### config.mk
export PLATFORM = sky130hd
export DESIGN_NAME = lmf_line_store
export DESIGN_NICKNAME = d
export VERILOG_FILES = /design/src/lmf_pkg.sv /design/src/lmf_line_store.sv
export SDC_FILE = /design/constraint.sdc
export NUM_CORES = 2
export LEC_CHECK = 0
export BUFFER_PORTS_ARGS = -buffer_cell sky130_fd_sc_hd__clkbuf_2
export CORE_MARGIN = 5
export CORE_UTILIZATION = 30
export CTS_BUF_LIST = sky130_fd_sc_hd__clkbuf_8
export DETAILED_ROUTE_END_ITERATION = 10
export HOLD_SLACK_MARGIN = 0.1
export PLACE_DENSITY = 0.51
export SLEW_MARGIN = 20
export SYNTH_ARGS = -nofsm -noshare
export SYNTH_HDL_FRONTEND = slang
export SYNTH_SLANG_ARGS = --single-unit
### constraint.sdc
create_clock -name clk -period 1.98 [get_ports clk]
set_input_delay 0.495 -clock clk [delete_from_list [all_inputs] [get_ports clk]]
set_output_delay 0.495 -clock clk [all_outputs]
set_load 0.05 [all_outputs]
### src/lmf_pkg.sv
`timescale 1ns / 1ps

package lmf_pkg;

	// Fixed field widths of the sample and result items.
	localparam int SAMPLE_W   = 32;
	localparam int ROW_IDX_W  = 10;
	localparam int COL_IDX_W  = 6;

	// Configuration register widths and the write port.
	localparam int NUM_ROWS_W = 11;
	localparam int NUM_COLS_W = 7;
	localparam int CFG_IDX_W  = 1;
	localparam int CFG_DATA_W = 11;

	typedef enum logic [CFG_IDX_W-1:0] {
		REG_NUM_ROWS = 1'b0,
		REG_NUM_COLS = 1'b1
	} cfg_reg_t;

	typedef logic signed [SAMPLE_W-1:0] sample_t;

	// One line store entry: the row two above and the row just above.
	typedef struct packed {
		sample_t older;
		sample_t prev;
	} line_word_t;

	// Result slots of one sample, in the order they leave the block.
	localparam int NUM_SLOTS  = 4;
	localparam int SLOT_ABOVE = 0;
	localparam int SLOT_LEFT  = 1;
	localparam int SLOT_HERE  = 2;
	localparam int SLOT_END   = 3;

	// Everything one sample hands to the result serializer.
	typedef struct packed {
		logic [NUM_SLOTS-1:0]  hit;
		sample_t               value_above;
		sample_t               value_left;
		sample_t               value_here;
		logic [ROW_IDX_W-1:0]  row;
		logic [COL_IDX_W-1:0]  col;
	} emit_bundle_t;

endpackage

### src/lmf_line_store.sv
`timescale 1ns / 1ps

module lmf_line_store import lmf_pkg::*; #(
	parameter int DEPTH = 64,
	parameter int AW    = 6
) (
	input  logic          clk,
	input  logic          arst_n,
	input  logic          rd_en,
	input  logic [AW-1:0] rd_addr,
	input  logic [AW-1:0] rd_addr_next,
	input  logic          wr_en,
	input  logic [AW-1:0] wr_addr,
	input  line_word_t    wr_data,
	output line_word_t    rd_word,
	output sample_t       rd_next_prev
);

	line_word_t mem [DEPTH];
	line_word_t rd_word_q;
	sample_t    rd_next_q;
	line_word_t byp_data_q;
	logic       byp_word_q;
	logic       byp_next_q;

	always_ff @(posedge clk) begin
		if (wr_en) begin
			mem[wr_addr] <= wr_data;
		end
		if (rd_en) begin
			rd_word_q  <= mem[rd_addr];
			rd_next_q  <= mem[rd_addr_next].prev;
			byp_data_q <= wr_data;
		end
	end

	// A write landing on the same edge as the read wins over the old contents.
	always_ff @(posedge clk or negedge arst_n) begin
		if (!arst_n) begin
			byp_word_q <= 1'b0;
			byp_next_q <= 1'b0;
		end else if (rd_en) begin
			byp_word_q <= wr_en && (wr_addr == rd_addr);
			byp_next_q <= wr_en && (wr_addr == rd_addr_next);
		end
	end

	assign rd_word      = byp_word_q ? byp_data_q : rd_word_q;
	assign rd_next_prev = byp_next_q ? byp_data_q.prev : rd_next_q;

endmodule

== Word-level counts from Yosys, hierarchy flattened ==
Memories as Yosys holds them, arrays and structs flattened. A register that Yosys moved wholly into a read port is not among the register bits.
Cells that the tools add are included.
Widths: inputs -> output; s select.

* Bits in registers: 66
* Memory bits (writable): 4,096
* Output and inout port bits: 96
* Word-level logic and storage cells: 13
* Memories: 1

* Equal/unequal tests: 2
* Mux-type cells: 4
* Reduce and logical (&&, ||, !) cells: 2

{| class="wikitable"
|+ Memories
! name !! depth !! width !! rd ports !! clocked after memory_dff !! wr ports !! RTL line !! RTL
|-
| mem || 64 || 64 || 2 || 2 || 1 || lmf_line_store.sv:19 || <nowiki>line_word_t mem [DEPTH];</nowiki>
|}

{| class="wikitable"
|+ Operators with widths
! operator !! count
|-
| $mux 64 || 1
|-
| $mux 32 || 1
|-
| $eq 6x6->1 || 2
|-
| $logic_and 1x1->1 || 2
|-
| $mux 1 || 2
|}

== Longest topological paths before layout ==
* Word-level depth: 2
* Gate-level depth with buffers: 10

== Worst setup path before layout ==
OpenSTA, ideal clock, no wires.

* Path kind: in2reg
* Start: input port wr_addr[3]
* End: memory mem[48][0] (netlist name), enable pin
* Arrival time: 5,402 ps
* Setup slack: -3,987 ps
* Cell stages on the path: 4
* Path through: clkbuf_1 -> nor2b_1 -> nand4b_1 -> nor3_1

{| class="wikitable"
|+ RTL lines
! what !! RTL line !! RTL
|-
| start: declaration || lmf_line_store.sv:13 || <nowiki>input logic [AW-1:0] wr_addr,</nowiki>
|-
| end: declaration || lmf_line_store.sv:19 ||
|}

Straight into the memory's write port.

==> out/results.md <==
| Stage | Result | Value |
| --- | --- | --- |
| detailed routing | Routed vias/inst | 5.43 |
| global routing | Number of antenna violations at the first check in global routing | 44 |
| min path | Startpoint of the lowest-slack hold path | wr_data[62] |
| worst setup path | CP required | 1.48 ns |
| global routing | GR Util met3 | 3.62% |
| synth | Number of storage elements in the synthesis netlist | 4258 |
| timing | Final count of hold timing violations | 0 |
| global routing | Gr usage total | 20.1% |
| timing | RSZ-0062 raised after global routing | yes |
| cells and area | Commonest non-fill, non-tap cell in the layout | edfxtp_1 |
| synth | Synth Instances | 7786 |
| timing | Fraction of the cycle the final worst path needs | 165% |
| power and ir drop | Leakage component of the power | 72.9 nW |
| worst setup path | Category of the worst setup path launch point | flop |
| floorplanning | Row count | 283 |
| worst setup path | Critical Setup Path Class | flop to output port |
| clock network | H-tree depth | 6 |
| cells and area | Layout fillers | 53400 |
| timing | Worst hold-check slack | 0.249 ns |
| synth | Unique cell type count in the Yosys netlist | 42 |
| detailed routing | Average wire per cell in the routed design | 34.9 um |
| floorplanning | Starting utilization of the core area | 30.1% |
| place | Worst slack at placement | -1.51 ns |
| clock network | Clock Sinks | 4258 |
| clock network | Clock tree root buffer cell | clkbuf_8 |
| detailed routing | Vias post-DR | 98400 |
| synth | Count of flip-flops with a built-in enable after synthesis | 4256 |
| detailed routing | Remaining number of nets flagged by the antenna check after routing | 0 |
| timing | Setup-failing EPs final | 188 |
| global routing | Total global routing overflow | 0 |
| status | Status | finished, violations left |
| floorplanning | Y dimension of the die | 782 um |
| cells and area | Synth-to-Final Area Change | 25.1% |
| place | Detailed Place HPWL | 419 mm |
| floorplanning | Core Footprint | 594000 um2 |
| global routing | GR Layer Usage met1 | 27.1% |
| timing | Worst slew margin | 39.2% |
| global routing | Vias in the first global route | 102000 |
| timing | Post-route setup slack | -1.29 ns |
| worst setup path | Launching point of the worst reg2reg path | mem[11][27] |
| synth | Dominant register cell in the synthesized netlist | edfxtp_1 |
| synth | Post-synthesis instance area | 179000 um2 |
| run | Max_cap viols | 0 |
| synth | Post-synthesis sequential area ratio | 71.5% |
| timing | Number of max-slew violations in the final report | 0 |
| timing | Clock Skew | 0.0768 ns |
| timing | Actual transition at the worst max-transition pin | 0.912 ns |
| clock network | Clock transition at the register clock pins on the worst setup and hold paths after CTS | 0.06 ns |
| power and ir drop | Worst IR drop on VDD | 0.685 mV |
| worst setup path | Crit path DAT | 2.78 ns |
| clock network | Clock tree from TritonCTS | built |
| worst setup path | Launching instance or port of the critical path | byp_word_q |
| clock network | TritonCTS buffer count | 698 |
| global routing | Most Used Layer, Global Route | met2 |
| global routing | Global-route wire length before repair | 860 mm |
| power and ir drop | Areal power density over the cells | 855 nW/um2 |
| floorplanning | DIE WIDTH | 782 um |
| clock network | Max Root-Sink Buffers | 4 |
| worst setup path | Kind of end point of the critical path | output port |
| place | Number of port buffers | 181 |
| global routing | Met2 track demand over resource | 33.3% |
| timing | Min Tclk post-route | 3.27 ns |
| synth | FFs w/ async S/R, synth | 0.0470% |
| place | Final GP Congestion | 0.830 |
| global routing | Largest net degree at the start of global routing | 66 |
| detailed routing | Detailed-router iteration count before antenna repair | 6 |
| detailed routing | DRC violation total after the first TritonRoute iteration | 11900 |
| clock network | Clock Latency Late Sink | 1.30 ns |
| synth | Yosys synthesis warning count | 0 |
| detailed routing | Final WL | 633 mm |
| cells and area | Number of nets in the finished design | 9778 |
| cells and area | Commonest cells after routing, fill and taps aside | 4256 x edfxtp_1, 1735 x mux4_2, 808 x buf_4, 711 x clkbuf_8, 664 x buf_12 |
| floorplanning | Die ar. | 612000 um2 |
| synth | Mean instance size in the synthesized netlist | 23.0 um2 |
| worst setup path | Highest net fanout along the worst path | 13 |
| floorplanning | I/O pin count | 182 |
| synth | Syn_nets | 7872 |
| timing | Fmax achieved | 0.306 GHz |
| status | Violated checks | negative setup slack |
| detailed routing | DRC errors left | 0 |
| min path | Min-Delay Path Class | input port to flop |
| cells and area | Ratio of cells with drive above 1 in the final layout | 46.3% |
## cells by family after synthesis
kind of cell,after synthesis,share of synthesized area [%]
muxes,2204,24.6
AOI/OAI and AO/OA,381,1.45
buffers and inverters,538,1.42
and+or+nand+nor,393,0.991
DFF,4258,71.5
xor gates and xnor gates,12,0.0588
## cells in the mapped netlist (4+ instances only)
library cell | instances | share of area (%)
a211oi_1 | 78 | 0.33
a21oi_1 | 106 | 0.30
a22oi_1 | 86 | 0.36
and2_1 | 24 | 0.084
buf_1 | 48 | 0.10
buf_2 | 172 | 0.48
buf_4 | 51 | 0.21
buf_6 | 15 | 0.094
clkbuf_1 | 251 | 0.53
edfxtp_1 | 4256 | 71
mux2_2 | 194 | 1.2
mux2i_1 | 275 | 1.5
mux4_2 | 1735 | 22
nand2_1 | 186 | 0.39
nand2b_1 | 10 | 0.035
nand3_1 | 7 | 0.020
nand4_1 | 4 | 0.014
nor2_1 | 85 | 0.18
nor2b_1 | 64 | 0.22
nor3_1 | 4 | 0.011
o211ai_1 | 85 | 0.36
o21ai_1 | 5 | 0.014
o221ai_1 | 6 | 0.029
o22ai_1 | 6 | 0.021
xnor2_1 | 6 | 0.029
xor2_1 | 6 | 0.029
## worst paths after layout
| kind | endpoint | cells past startpoint | slack (ns) |
|---|---|---|---|
| worst max-delay path | rd_word[19] | 4 | -1.29 |
| max in group asynchronous | byp_word_q | 3 | 0.99 |
| worst max register to register | rd_next_q[27] | 6 | -0.36 |
| worst min-delay path | mem[36][62] | 3 | 0.25 |
| min in group asynchronous | byp_next_q | 3 | 0.47 |
| worst min register to register | byp_word_q | 2 | 0.94 |
## area by class of cell
class	instances	area [um2]	share of cell area [%]
Antenna cell	12	30.0	0.0134
Clock buffer	707	9730	4.35
Clock inverter	567	3420	1.53
Inverter	1	3.75	0.00168
Multi-Input combinational cell	2990	50500	22.6
Sequential cell	4258	128000	57.1
Tap cell	7837	9810	4.38
Timing Repair Buffer	1743	22500	10.1
## metal layers
metal  routed length, um  up-vias
met1              255000    54200
met3               48700     1088
met5                 172        -
met2              307000     4966
met4               21500       28
li1                    -    38100
## what timing repair did
item	CTS	global route
buffers inserted	16	15
cloned	1	7
gates resized for setup	458	119
hold buffers	89	0
endpoints found under the hold margin	4701	0
setup endpoints to repair	185	551
pin swaps	93	11
## where the power goes
| group | internal [W] | switching, W |
|---|---|---|
| clock network | 0.0365 | 0.0376 |
| registers | 0.100 | 0.000416 |
| logic | 0.00753 | 0.00905 |
| total | 0.144 | 0.0471 |
## per-stage QoR
stage / total power [W] / TNS (ns) / cell area, um2 / instances / util, %
final: 0.191 / -122.31 / 224000 / 18100 / 37.7
after global routing: 0.198 / -134.04 / 224000 / 18100 / 37.7
after CTS: 0.193 / -142.41 / 223000 / 18100 / 37.6
after detailed placement: 0.118 / -720.74 / 207000 / 16700 / 34.8
after global placement: 0.118 / -622.49 / 207000 / 16700 / 34.8
after floorplan: 0.111 / -4152.66 / 179000 / 7786 / -
## worst max-delay path: stages (launching register included)
cell and delay [ns]:
dfrtp_4 0.54, buf_16 0.19, buf_12 0.19, mux2_4 0.35, buf_12 0.17
## state kept, by name, indices dropped and copies added (netlist names)
name        count
mem          4096
byp_data_q     64
byp_next_q      1
rd_word_q      64
byp_word_q      1
rd_next_q      32
No activity file was read; power rests on OpenSTA's default activity.
