[src/lmf_pkg.sv]
`timescale 1ns / 1ps

package lmf_pkg;

	// Fixed field widths of the sample and result items.
	localparam int SAMPLE_W   = 32;
	localparam int ROW_IDX_W  = 10;
	localparam int COL_IDX_W  = 6;

	// Configuration register widths and the write port.
	localparam int NUM_ROWS_W = 11;
	localparam int NUM_COLS_W = 7;
	localparam int CFG_IDX_W  = 1;
	localparam int CFG_DATA_W = 11;

	typedef enum logic [CFG_IDX_W-1:0] {
		REG_NUM_ROWS = 1'b0,
		REG_NUM_COLS = 1'b1
	} cfg_reg_t;

	typedef logic signed [SAMPLE_W-1:0] sample_t;

	// One line store entry: the row two above and the row just above.
	typedef struct packed {
		sample_t older;
		sample_t prev;
	} line_word_t;

	// Result slots of one sample, in the order they leave the block.
	localparam int NUM_SLOTS  = 4;
	localparam int SLOT_ABOVE = 0;
	localparam int SLOT_LEFT  = 1;
	localparam int SLOT_HERE  = 2;
	localparam int SLOT_END   = 3;

	// Everything one sample hands to the result serializer.
	typedef struct packed {
		logic [NUM_SLOTS-1:0]  hit;
		sample_t               value_above;
		sample_t               value_left;
		sample_t               value_here;
		logic [ROW_IDX_W-1:0]  row;
		logic [COL_IDX_W-1:0]  col;
	} emit_bundle_t;

endpackage

[src/lmf_if.sv]


interface lmf_result_if import lmf_pkg::*; ();
	logic                 valid;
	logic                 ready;
	sample_t              value;
	logic [ROW_IDX_W-1:0] row_index;
	logic [COL_IDX_W-1:0] col_index;
	logic                 end_of_matrix;
	logic                 last_of_run;

	modport source (output valid, output value, output row_index, output col_index,
		output end_of_matrix, output last_of_run, input ready);
	modport sink (input valid, input value, input row_index, input col_index,
		input end_of_matrix, input last_of_run, output ready);
endinterface

[src/lmf_emitter.sv]
`timescale 1ns / 1ps

module lmf_emitter import lmf_pkg::*; (
	input  logic         clk,
	input  logic         arst_n,
	input  emit_bundle_t bundle,
	input  logic         load,
	output logic         can_load,
	lmf_result_if.source results
);

	logic [NUM_SLOTS-1:0] hit_q;
	logic [NUM_SLOTS-1:0] first;
	logic [NUM_SLOTS-1:0] rest;
	emit_bundle_t         data_q;

	// Lowest pending slot goes out first.
	assign first = hit_q & (~hit_q + NUM_SLOTS'(1));
	assign rest  = hit_q & ~first;

	assign results.valid       = |hit_q;
	assign results.last_of_run = ~|rest;
	assign can_load            = ~|hit_q || (~|rest && results.ready);

	always_ff @(posedge clk or negedge arst_n) begin
		if (!arst_n) begin
			hit_q <= '0;
		end else if (load) begin
			hit_q <= bundle.hit;
		end else if (results.valid && results.ready) begin
			hit_q <= rest;
		end
	end

	always_ff @(posedge clk) begin
		if (load) begin
			data_q <= bundle;
		end
	end

	always_comb begin
		results.value         = '0;
		results.row_index     = '0;
		results.col_index     = '0;
		results.end_of_matrix = 1'b0;
		if (first[SLOT_ABOVE]) begin
			results.value     = data_q.value_above;
			results.row_index = data_q.row - ROW_IDX_W'(1);
			results.col_index = data_q.col;
		end else if (first[SLOT_LEFT]) begin
			results.value     = data_q.value_left;
			results.row_index = data_q.row;
			results.col_index = data_q.col - COL_IDX_W'(1);
		end else if (first[SLOT_HERE]) begin
			results.value     = data_q.value_here;
			results.row_index = data_q.row;
			results.col_index = data_q.col;
		end else if (first[SLOT_END]) begin
			results.end_of_matrix = 1'b1;
		end
	end

endmodule

[src/flat_wrapper.sv]
// flat-port wrapper written by rule: the top's interface ports become plain ports
module lmf_emitter_flat import lmf_pkg::*;
  (clk, arst_n, bundle, load, can_load, results_valid, results_value, results_row_index, results_col_index, results_end_of_matrix, results_last_of_run, results_ready);
  lmf_result_if results_i ();
  input  logic clk;
  input  logic arst_n;
  input  emit_bundle_t bundle;
  input  logic load;
  output logic can_load;
  output wire logic [$bits(results_i.valid)-1:0] results_valid;
  output wire logic [$bits(results_i.value)-1:0] results_value;
  output wire logic [$bits(results_i.row_index)-1:0] results_row_index;
  output wire logic [$bits(results_i.col_index)-1:0] results_col_index;
  output wire logic [$bits(results_i.end_of_matrix)-1:0] results_end_of_matrix;
  output wire logic [$bits(results_i.last_of_run)-1:0] results_last_of_run;
  input wire logic [$bits(results_i.ready)-1:0] results_ready;
  assign results_valid = results_i.valid;
  assign results_value = results_i.value;
  assign results_row_index = results_i.row_index;
  assign results_col_index = results_i.col_index;
  assign results_end_of_matrix = results_i.end_of_matrix;
  assign results_last_of_run = results_i.last_of_run;
  assign results_i.ready = results_ready;
  lmf_emitter u_core (.clk(clk), .arst_n(arst_n), .bundle(bundle), .load(load), .can_load(can_load), .results(results_i));
endmodule
[config.mk]
export PLATFORM = sky130hd
export DESIGN_NAME = lmf_emitter_flat
export DESIGN_NICKNAME = d
export VERILOG_FILES = /design/src/lmf_pkg.sv /design/src/lmf_if.sv /design/src/lmf_emitter.sv /design/src/flat_wrapper.sv
export SDC_FILE = /design/constraint.sdc
export NUM_CORES = 1
export LEC_CHECK = 0
export ABC_AREA = 1
export BUFFER_PORTS_ARGS = -buffer_cell sky130_fd_sc_hd__buf_2
export CAP_MARGIN = 20
export CORE_ASPECT_RATIO = 0.6
export CORE_UTILIZATION = 44
export CTS_CLUSTER_DIAMETER = 30
export CTS_CLUSTER_SIZE = 28
export DETAILED_ROUTE_END_ITERATION = 8
export PLACE_DENSITY = 0.81
export RECOVER_POWER = 25
export SLEW_MARGIN = 5
export SYNTH_ARGS = -nofsm -noshare
export SYNTH_HDL_FRONTEND = slang
export SYNTH_SLANG_ARGS = --single-unit
[constraint.sdc]
create_clock -name clk -period 1 [get_ports clk]
set_input_delay 0.05 -clock clk [delete_from_list [all_inputs] [get_ports clk]]
set_output_delay 0.05 -clock clk [all_outputs]
set_load 0.02 [all_outputs]
== Yosys cells after proc, flatten, opt, wreduce, memory -nomap -nowiden ==
Index checks and enable logic that the tools add are counted.

* Output and inout port bits: 52
* Logic and storage cells: 36
* Bits in registers: 116
* Bits of input ports: 120

* Add/sub/neg operators: 3
* Mux-type cells: 15
* Bitwise operators: 4
* Reduce and logical (&&, ||, !) cells: 8

{| class="wikitable"
|+ Operator list
! operator !! count
|-
| 32-bit 2-to-1 mux || 3
|-
| 10-bit 2-to-1 mux || 3
|-
| 6-bit 2-to-1 mux || 3
|-
| 10-bit by 1-bit subtractor with 10-bit output, second input constant || 1
|-
| 4-bit AND || 2
|-
| 4-bit 2-to-1 mux || 2
|-
| 4-bit inverter || 2
|-
| 4-bit OR reduction || 2
|-
| 6-bit by 1-bit subtractor with 6-bit output, second input constant || 1
|-
| 4-bit by 1-bit adder with 4-bit output, second input constant || 1
|-
| 1-bit 2-to-1 mux || 4
|-
| 1-bit logical AND || 2
|-
| 1-bit zero test || 2
|-
| 2-bit nonzero test || 1
|-
| 1-bit logical OR || 1
|}

== Logic depth before layout (Yosys ltp) ==
* Depth after elaboration: 9
* Gate-level depth with buffers: 7
* Gate-level depth less buffers: 7

== Worst setup path after synthesis ==
No wires, ideal clock.

* Path kind: reg-to-output
* Start: reg u_core.hit_q[0]
* End: out results_col_index[0]
* Path buffers: 0
* Data arrival time: 1,332 ps
* Stages on the path, launching flop included: 6
* Data required time: 950 ps
* Path slack: -382 ps
* Cells stage by stage: dfrtp_1 inv_1 nand2_1 nor2_4 nor2_1 o21ai_0

* Longest elaborated chain between the ends: 6

{| class="wikitable"
|+ RTL lines
! what !! RTL line !! text
|-
| from (decl) || lmf_emitter.sv:12 || <nowiki>logic [NUM_SLOTS-1:0] hit_q;</nowiki>
|-
| from (signal assigned) || lmf_emitter.sv:29 || <nowiki>hit_q <= bundle.hit;</nowiki>
|-
| from (signal assigned) || lmf_emitter.sv:31 || <nowiki>hit_q <= rest;</nowiki>
|-
| 4-bit inverter || lmf_emitter.sv:18 || <nowiki>assign first = hit_q & (~hit_q + NUM_SLOTS'(1));</nowiki>
|-
| 4-bit by 1-bit adder with 4-bit output || lmf_emitter.sv:18 ||
|-
| 4-bit AND (*) || lmf_emitter.sv:18 ||
|-
| 6-bit 2-to-1 mux || lmf_emitter.sv:54 || <nowiki>end else if (first[SLOT_HERE]) begin</nowiki>
|-
| 6-bit 2-to-1 mux || lmf_emitter.sv:50 || <nowiki>end else if (first[SLOT_LEFT]) begin</nowiki>
|-
| 6-bit 2-to-1 mux (*) || lmf_emitter.sv:46 || <nowiki>if (first[SLOT_ABOVE]) begin</nowiki>
|-
| to (decl) || flat_wrapper.sv:13 || <nowiki>output wire logic [$bits(results_i.col_index)-1:0] results_col_index;</nowiki>
|}

Mark *: on every way between the ends. The rest lies on a longest branch, timed or not.

== Worst setup path in the final report ==
* Start: reg u_core.data_q[1] in the netlist's numbering
* End: out results_col_index[4]

* Longest elaborated chain between the ends: 3

{| class="wikitable"
|+ RTL lines
! what !! RTL line !! text
|-
| from (decl) || lmf_emitter.sv:15 || <nowiki>emit_bundle_t data_q;</nowiki>
|-
| from (signal assigned) || lmf_emitter.sv:37 || <nowiki>data_q <= bundle;</nowiki>
|-
| 6-bit by 1-bit subtractor with 6-bit output || lmf_emitter.sv:53 || <nowiki>results.col_index = data_q.col - COL_IDX_W'(1);</nowiki>
|-
| 6-bit 2-to-1 mux || lmf_emitter.sv:50 ||
|-
| 6-bit 2-to-1 mux || lmf_emitter.sv:46 ||
|}

Every way passes these cells.

==> run summary <==
CTS
- Clock Pin Slew Worst Setup and Hold Paths: 0.06 ns
- clock root buffer: sky130_fd_sc_hd__clkbuf_16
- Max H-tree Level: 4
- TritonCTS clock tree: built
- number of clock sinks seen by CTS: 116
- Clock Tree Buf Depth: 2
- latest clock arrival within the worst-skew pair: 0.41 ns
- number of clock buffers inserted by TritonCTS: 17

STA
- post-route setup slack: -0.866 ns
- count of final hold-check violations: 0
- Max Fclk: 536 MHz
- Layout Skew: 0.00726 ns
- final hold slack: 0.0615 ns
- Setup violations, final: 56
- part of the cycle the worst path needs: 1.87
- Max-Slew Margin vs Limit: 0.579
- unrepaired setup endpoints after global routing: true
- Fin Setup TNS: -41.05 ns
- shortest clock period the worst path allows after layout: 1.87 ns
- worst-margin pin slew: 0.632 ns
- number of max-slew violations in the final report: 0

Yosys
- cells after synthesis: 385
- Synth Warn #: 0
- area fraction of the dominant cell type after synthesis: 0.728
- biggest area consumer among synthesized cells: sky130_fd_sc_hd__edfxtp_1
- Cell variety after synth: 22
- largest cells by area after synthesis: sky130_fd_sc_hd__edfxtp_1 73%, sky130_fd_sc_hd__nand2_1 12%, sky130_fd_sc_hd__nand3_1 5.0%
- Syn Std Cell Area: 0.00462 mm²
- FF+latch count, synth: 116
- sequential-to-total area share from yosys stat: 0.750
- average cell area after synthesis: 12.0 µm²
- number of nets produced by synthesis: 507

Worst setup path
- critical setup path kind: reg -> out
- Max stage delay on crit path: 0.42 ns
- depth of the worst register-to-register path: 9
- data required time of the worst path: 0.95 ns
- critical path capture point type: primary output
- crit path max-delay cell type: sky130_fd_sc_hd__edfxtp_1
- ordered cell list for the critical path: inv_2 > ha_1 > inv_1 > nor2_4 > nand3_1 > nand3_2 > nand2_2 > buf_4
- capture instance of the worst register-to-register path: u_core.hit_q[3]
- worst-path fanout max: 3
- startpoint of the most critical setup path: u_core.data_q[1]
- Setup crit end: results_col_index[4]
- worst reg2reg setup slack: -0.38 ns
- startpoint of the worst-slack reg-to-reg timing path: u_core.hit_q[0]
- endpoint arrival time on the critical path: 1.82 ns
- launching element type of the critical path: flop

Global routing
- number of antenna violations at the first check in global routing: 0
- global-route wire length before repair: 23.8 mm
- pin count of the biggest net entering global routing: 40
- gr usage total: 0.300
- vias in the first global route: 4665
- total overflow reported by the global router: 0

Power and ir drop
- worst ir drop on vdd: 0.00184 V
- power density cells: 1800 mW/mm²
- leakage power of the design: 3.86 nW

Cells and area
- sequential cell area in the final layout: 0.00346 mm²
- fraction of final layout cells sized beyond drive strength 1: 0.497
- number of diodes: 0
- synth-to-layout area growth: 88.3%
- Final Net Count: 860
- fill cell instance count of the final layout: 437
- area occupied by multi-input gates: 0.00155 mm²
- non-filler instance count after layout: 886

Routing
- vias after detailed routing: 4701
- antenna-violating nets left: 0
- Iter 0 DRT Violations: 407
- Pre-Repair DR Iteration Count: 5
- count of unresolved DRC violations after routing: 0
- via density per instance: 5.31
- total wire length: 18.5 mm
- average detailed-routed wire length per instance: 20.9 µm

Place
- setup slack after placement: -0.365 ns
- routability cong.: 0.834
- HPWL after DPL: 8.58 mm
- number of buffers added on ports: 171
- count of placed standard cells including taps: 720

Job
- Max Cap Viol: 0

Hold path
- Worst Hold Class: in -> reg

Floorplan
- die span in x: 134 µm
- initial core utilization: 0.461
- vertical extent of the die: 81.4 µm
- placeable core region: 0.0100 mm²
- # rows: 28
- I/O pin count: 172
- area of the die: 0.0109 mm²

Outcome
- outcome: complete, but fails checks
- violated checks: negative setup slack

==> sequential cells by signal (all words and copies together), names as in the netlist <==
signal / cells
u_core.data_q: 112
u_core.hit_q: 4
==> report_power, final <==
part	switching [mW]	leakage, nW	internal [mW]
Sequential	0.213	1.15	5.78
Combinational	1.95	2.44	1.78
Clock	2.41	0.277	3.48
==> worst max-delay path: cells and delay by family, from the launching register on <==
kind	cells	cell delay, ns
fa+ha+maj	1	0.18
buf+inv	3	0.34
simple gates	4	0.45
flops	1	0.42
==> logic make-up (layout without fill, tap and decap cells) <==
family / count (synthesis) / after routing / share of synthesized area
flip-flops: 116 / 116 / 0.750
adder cells (fa/ha/maj): 2 / 2 / 0.00542
AO/OA/AOI/OAI: 18 / 18 / 0.0206
AND/OR/NAND/NOR: 215 / 215 / 0.192
buffers and inverters: 34 / 400 / 0.0320
==> synthesized netlist by cell type (all sizes together) <==
library cell / n
nand3: 46
o21ai: 14
nand3b: 1
and3: 1
nor2: 22
o21bai: 1
o22ai: 2
nand2: 142
buf: 11
dfrtp: 4
edfxtp: 112
nand4: 2
inv: 22
a21oi: 1
clkbuf: 1
nor3: 1
ha: 2
==> cells in the final DEF (no fill, tap or decap), types with 12 or more instances in the layout <==
cell | netlist | routed
sky130_fd_sc_hd__buf_6 | 0 | 41
sky130_fd_sc_hd__nand3_2 | 0 | 35
sky130_fd_sc_hd__edfxtp_1 | 112 | 112
sky130_fd_sc_hd__nand2_2 | 0 | 29
sky130_fd_sc_hd__nand2_1 | 142 | 103
sky130_fd_sc_hd__dlygate4sd3_1 | 0 | 117
sky130_fd_sc_hd__buf_4 | 3 | 41
sky130_fd_sc_hd__clkbuf_16 | 0 | 19
sky130_fd_sc_hd__buf_2 | 7 | 128
sky130_fd_sc_hd__inv_1 | 22 | 12
==> what timing repair did <==
action,in CTS,in global routing
hold buffers,117,0
setup buffers,7,7
cloned,0,3
pin swaps,8,13
setup endpoints to repair,56,56
hold endpoints to repair,119,0
gates resized for setup,75,80
==> layout make-up <==
type | count | area share
Clock inverter | 15 | 0.0168
Sequential cell | 116 | 0.398
Tap cell | 135 | 0.0194
Clock buffer | 17 | 0.0489
Multi-Input combinational cell | 235 | 0.179
Timing Repair Buffer | 346 | 0.328
Inverter | 22 | 0.00950
==> how the worst min path moves through the flow <==
stage / from / cells past startpoint / endpoint / slack [ns]
2_1_floorplan: arst_n / 0 / u_core.hit_q[0] / -0.25
3_3_place_gp: arst_n / 1 / u_core.hit_q[3] / -0.13
3_5_place_dp: arst_n / 1 / u_core.hit_q[3] / -0.13
4_1_cts: results_ready / 4 / u_core.hit_q[2] / 0.004
5_1_grt: results_ready / 4 / u_core.hit_q[0] / 0.05
6_report: results_ready / 4 / u_core.hit_q[2] / 0.06
==> metrics by stage <==
step | total power, mW | util | area (µm²)
2_1_floorplan | 7.31 | - | 4950
3_3_place_gp | 8.35 | 0.626 | 6270
3_5_place_dp | 8.44 | 0.626 | 6270
4_1_cts | 14.9 | 0.829 | 8310
5_1_grt | 16.0 | 0.868 | 8690
6_report | 15.6 | 0.868 | 8690
==> metal layers <==
| layer | vias to the layer above | GRT usage | share of wire |
|---|---|---|---|
| met1 | 2239 | 0.345 | 0.35 |
| met5 | - | 0 | 0 |
| li1 | 2042 | - | - |
| met3 | 82 | 0.0830 | 0.094 |
| met4 | 0 | 0.131 | 0.042 |
| met2 | 338 | 0.535 | 0.51 |
(Power assumes the default switching activity.)
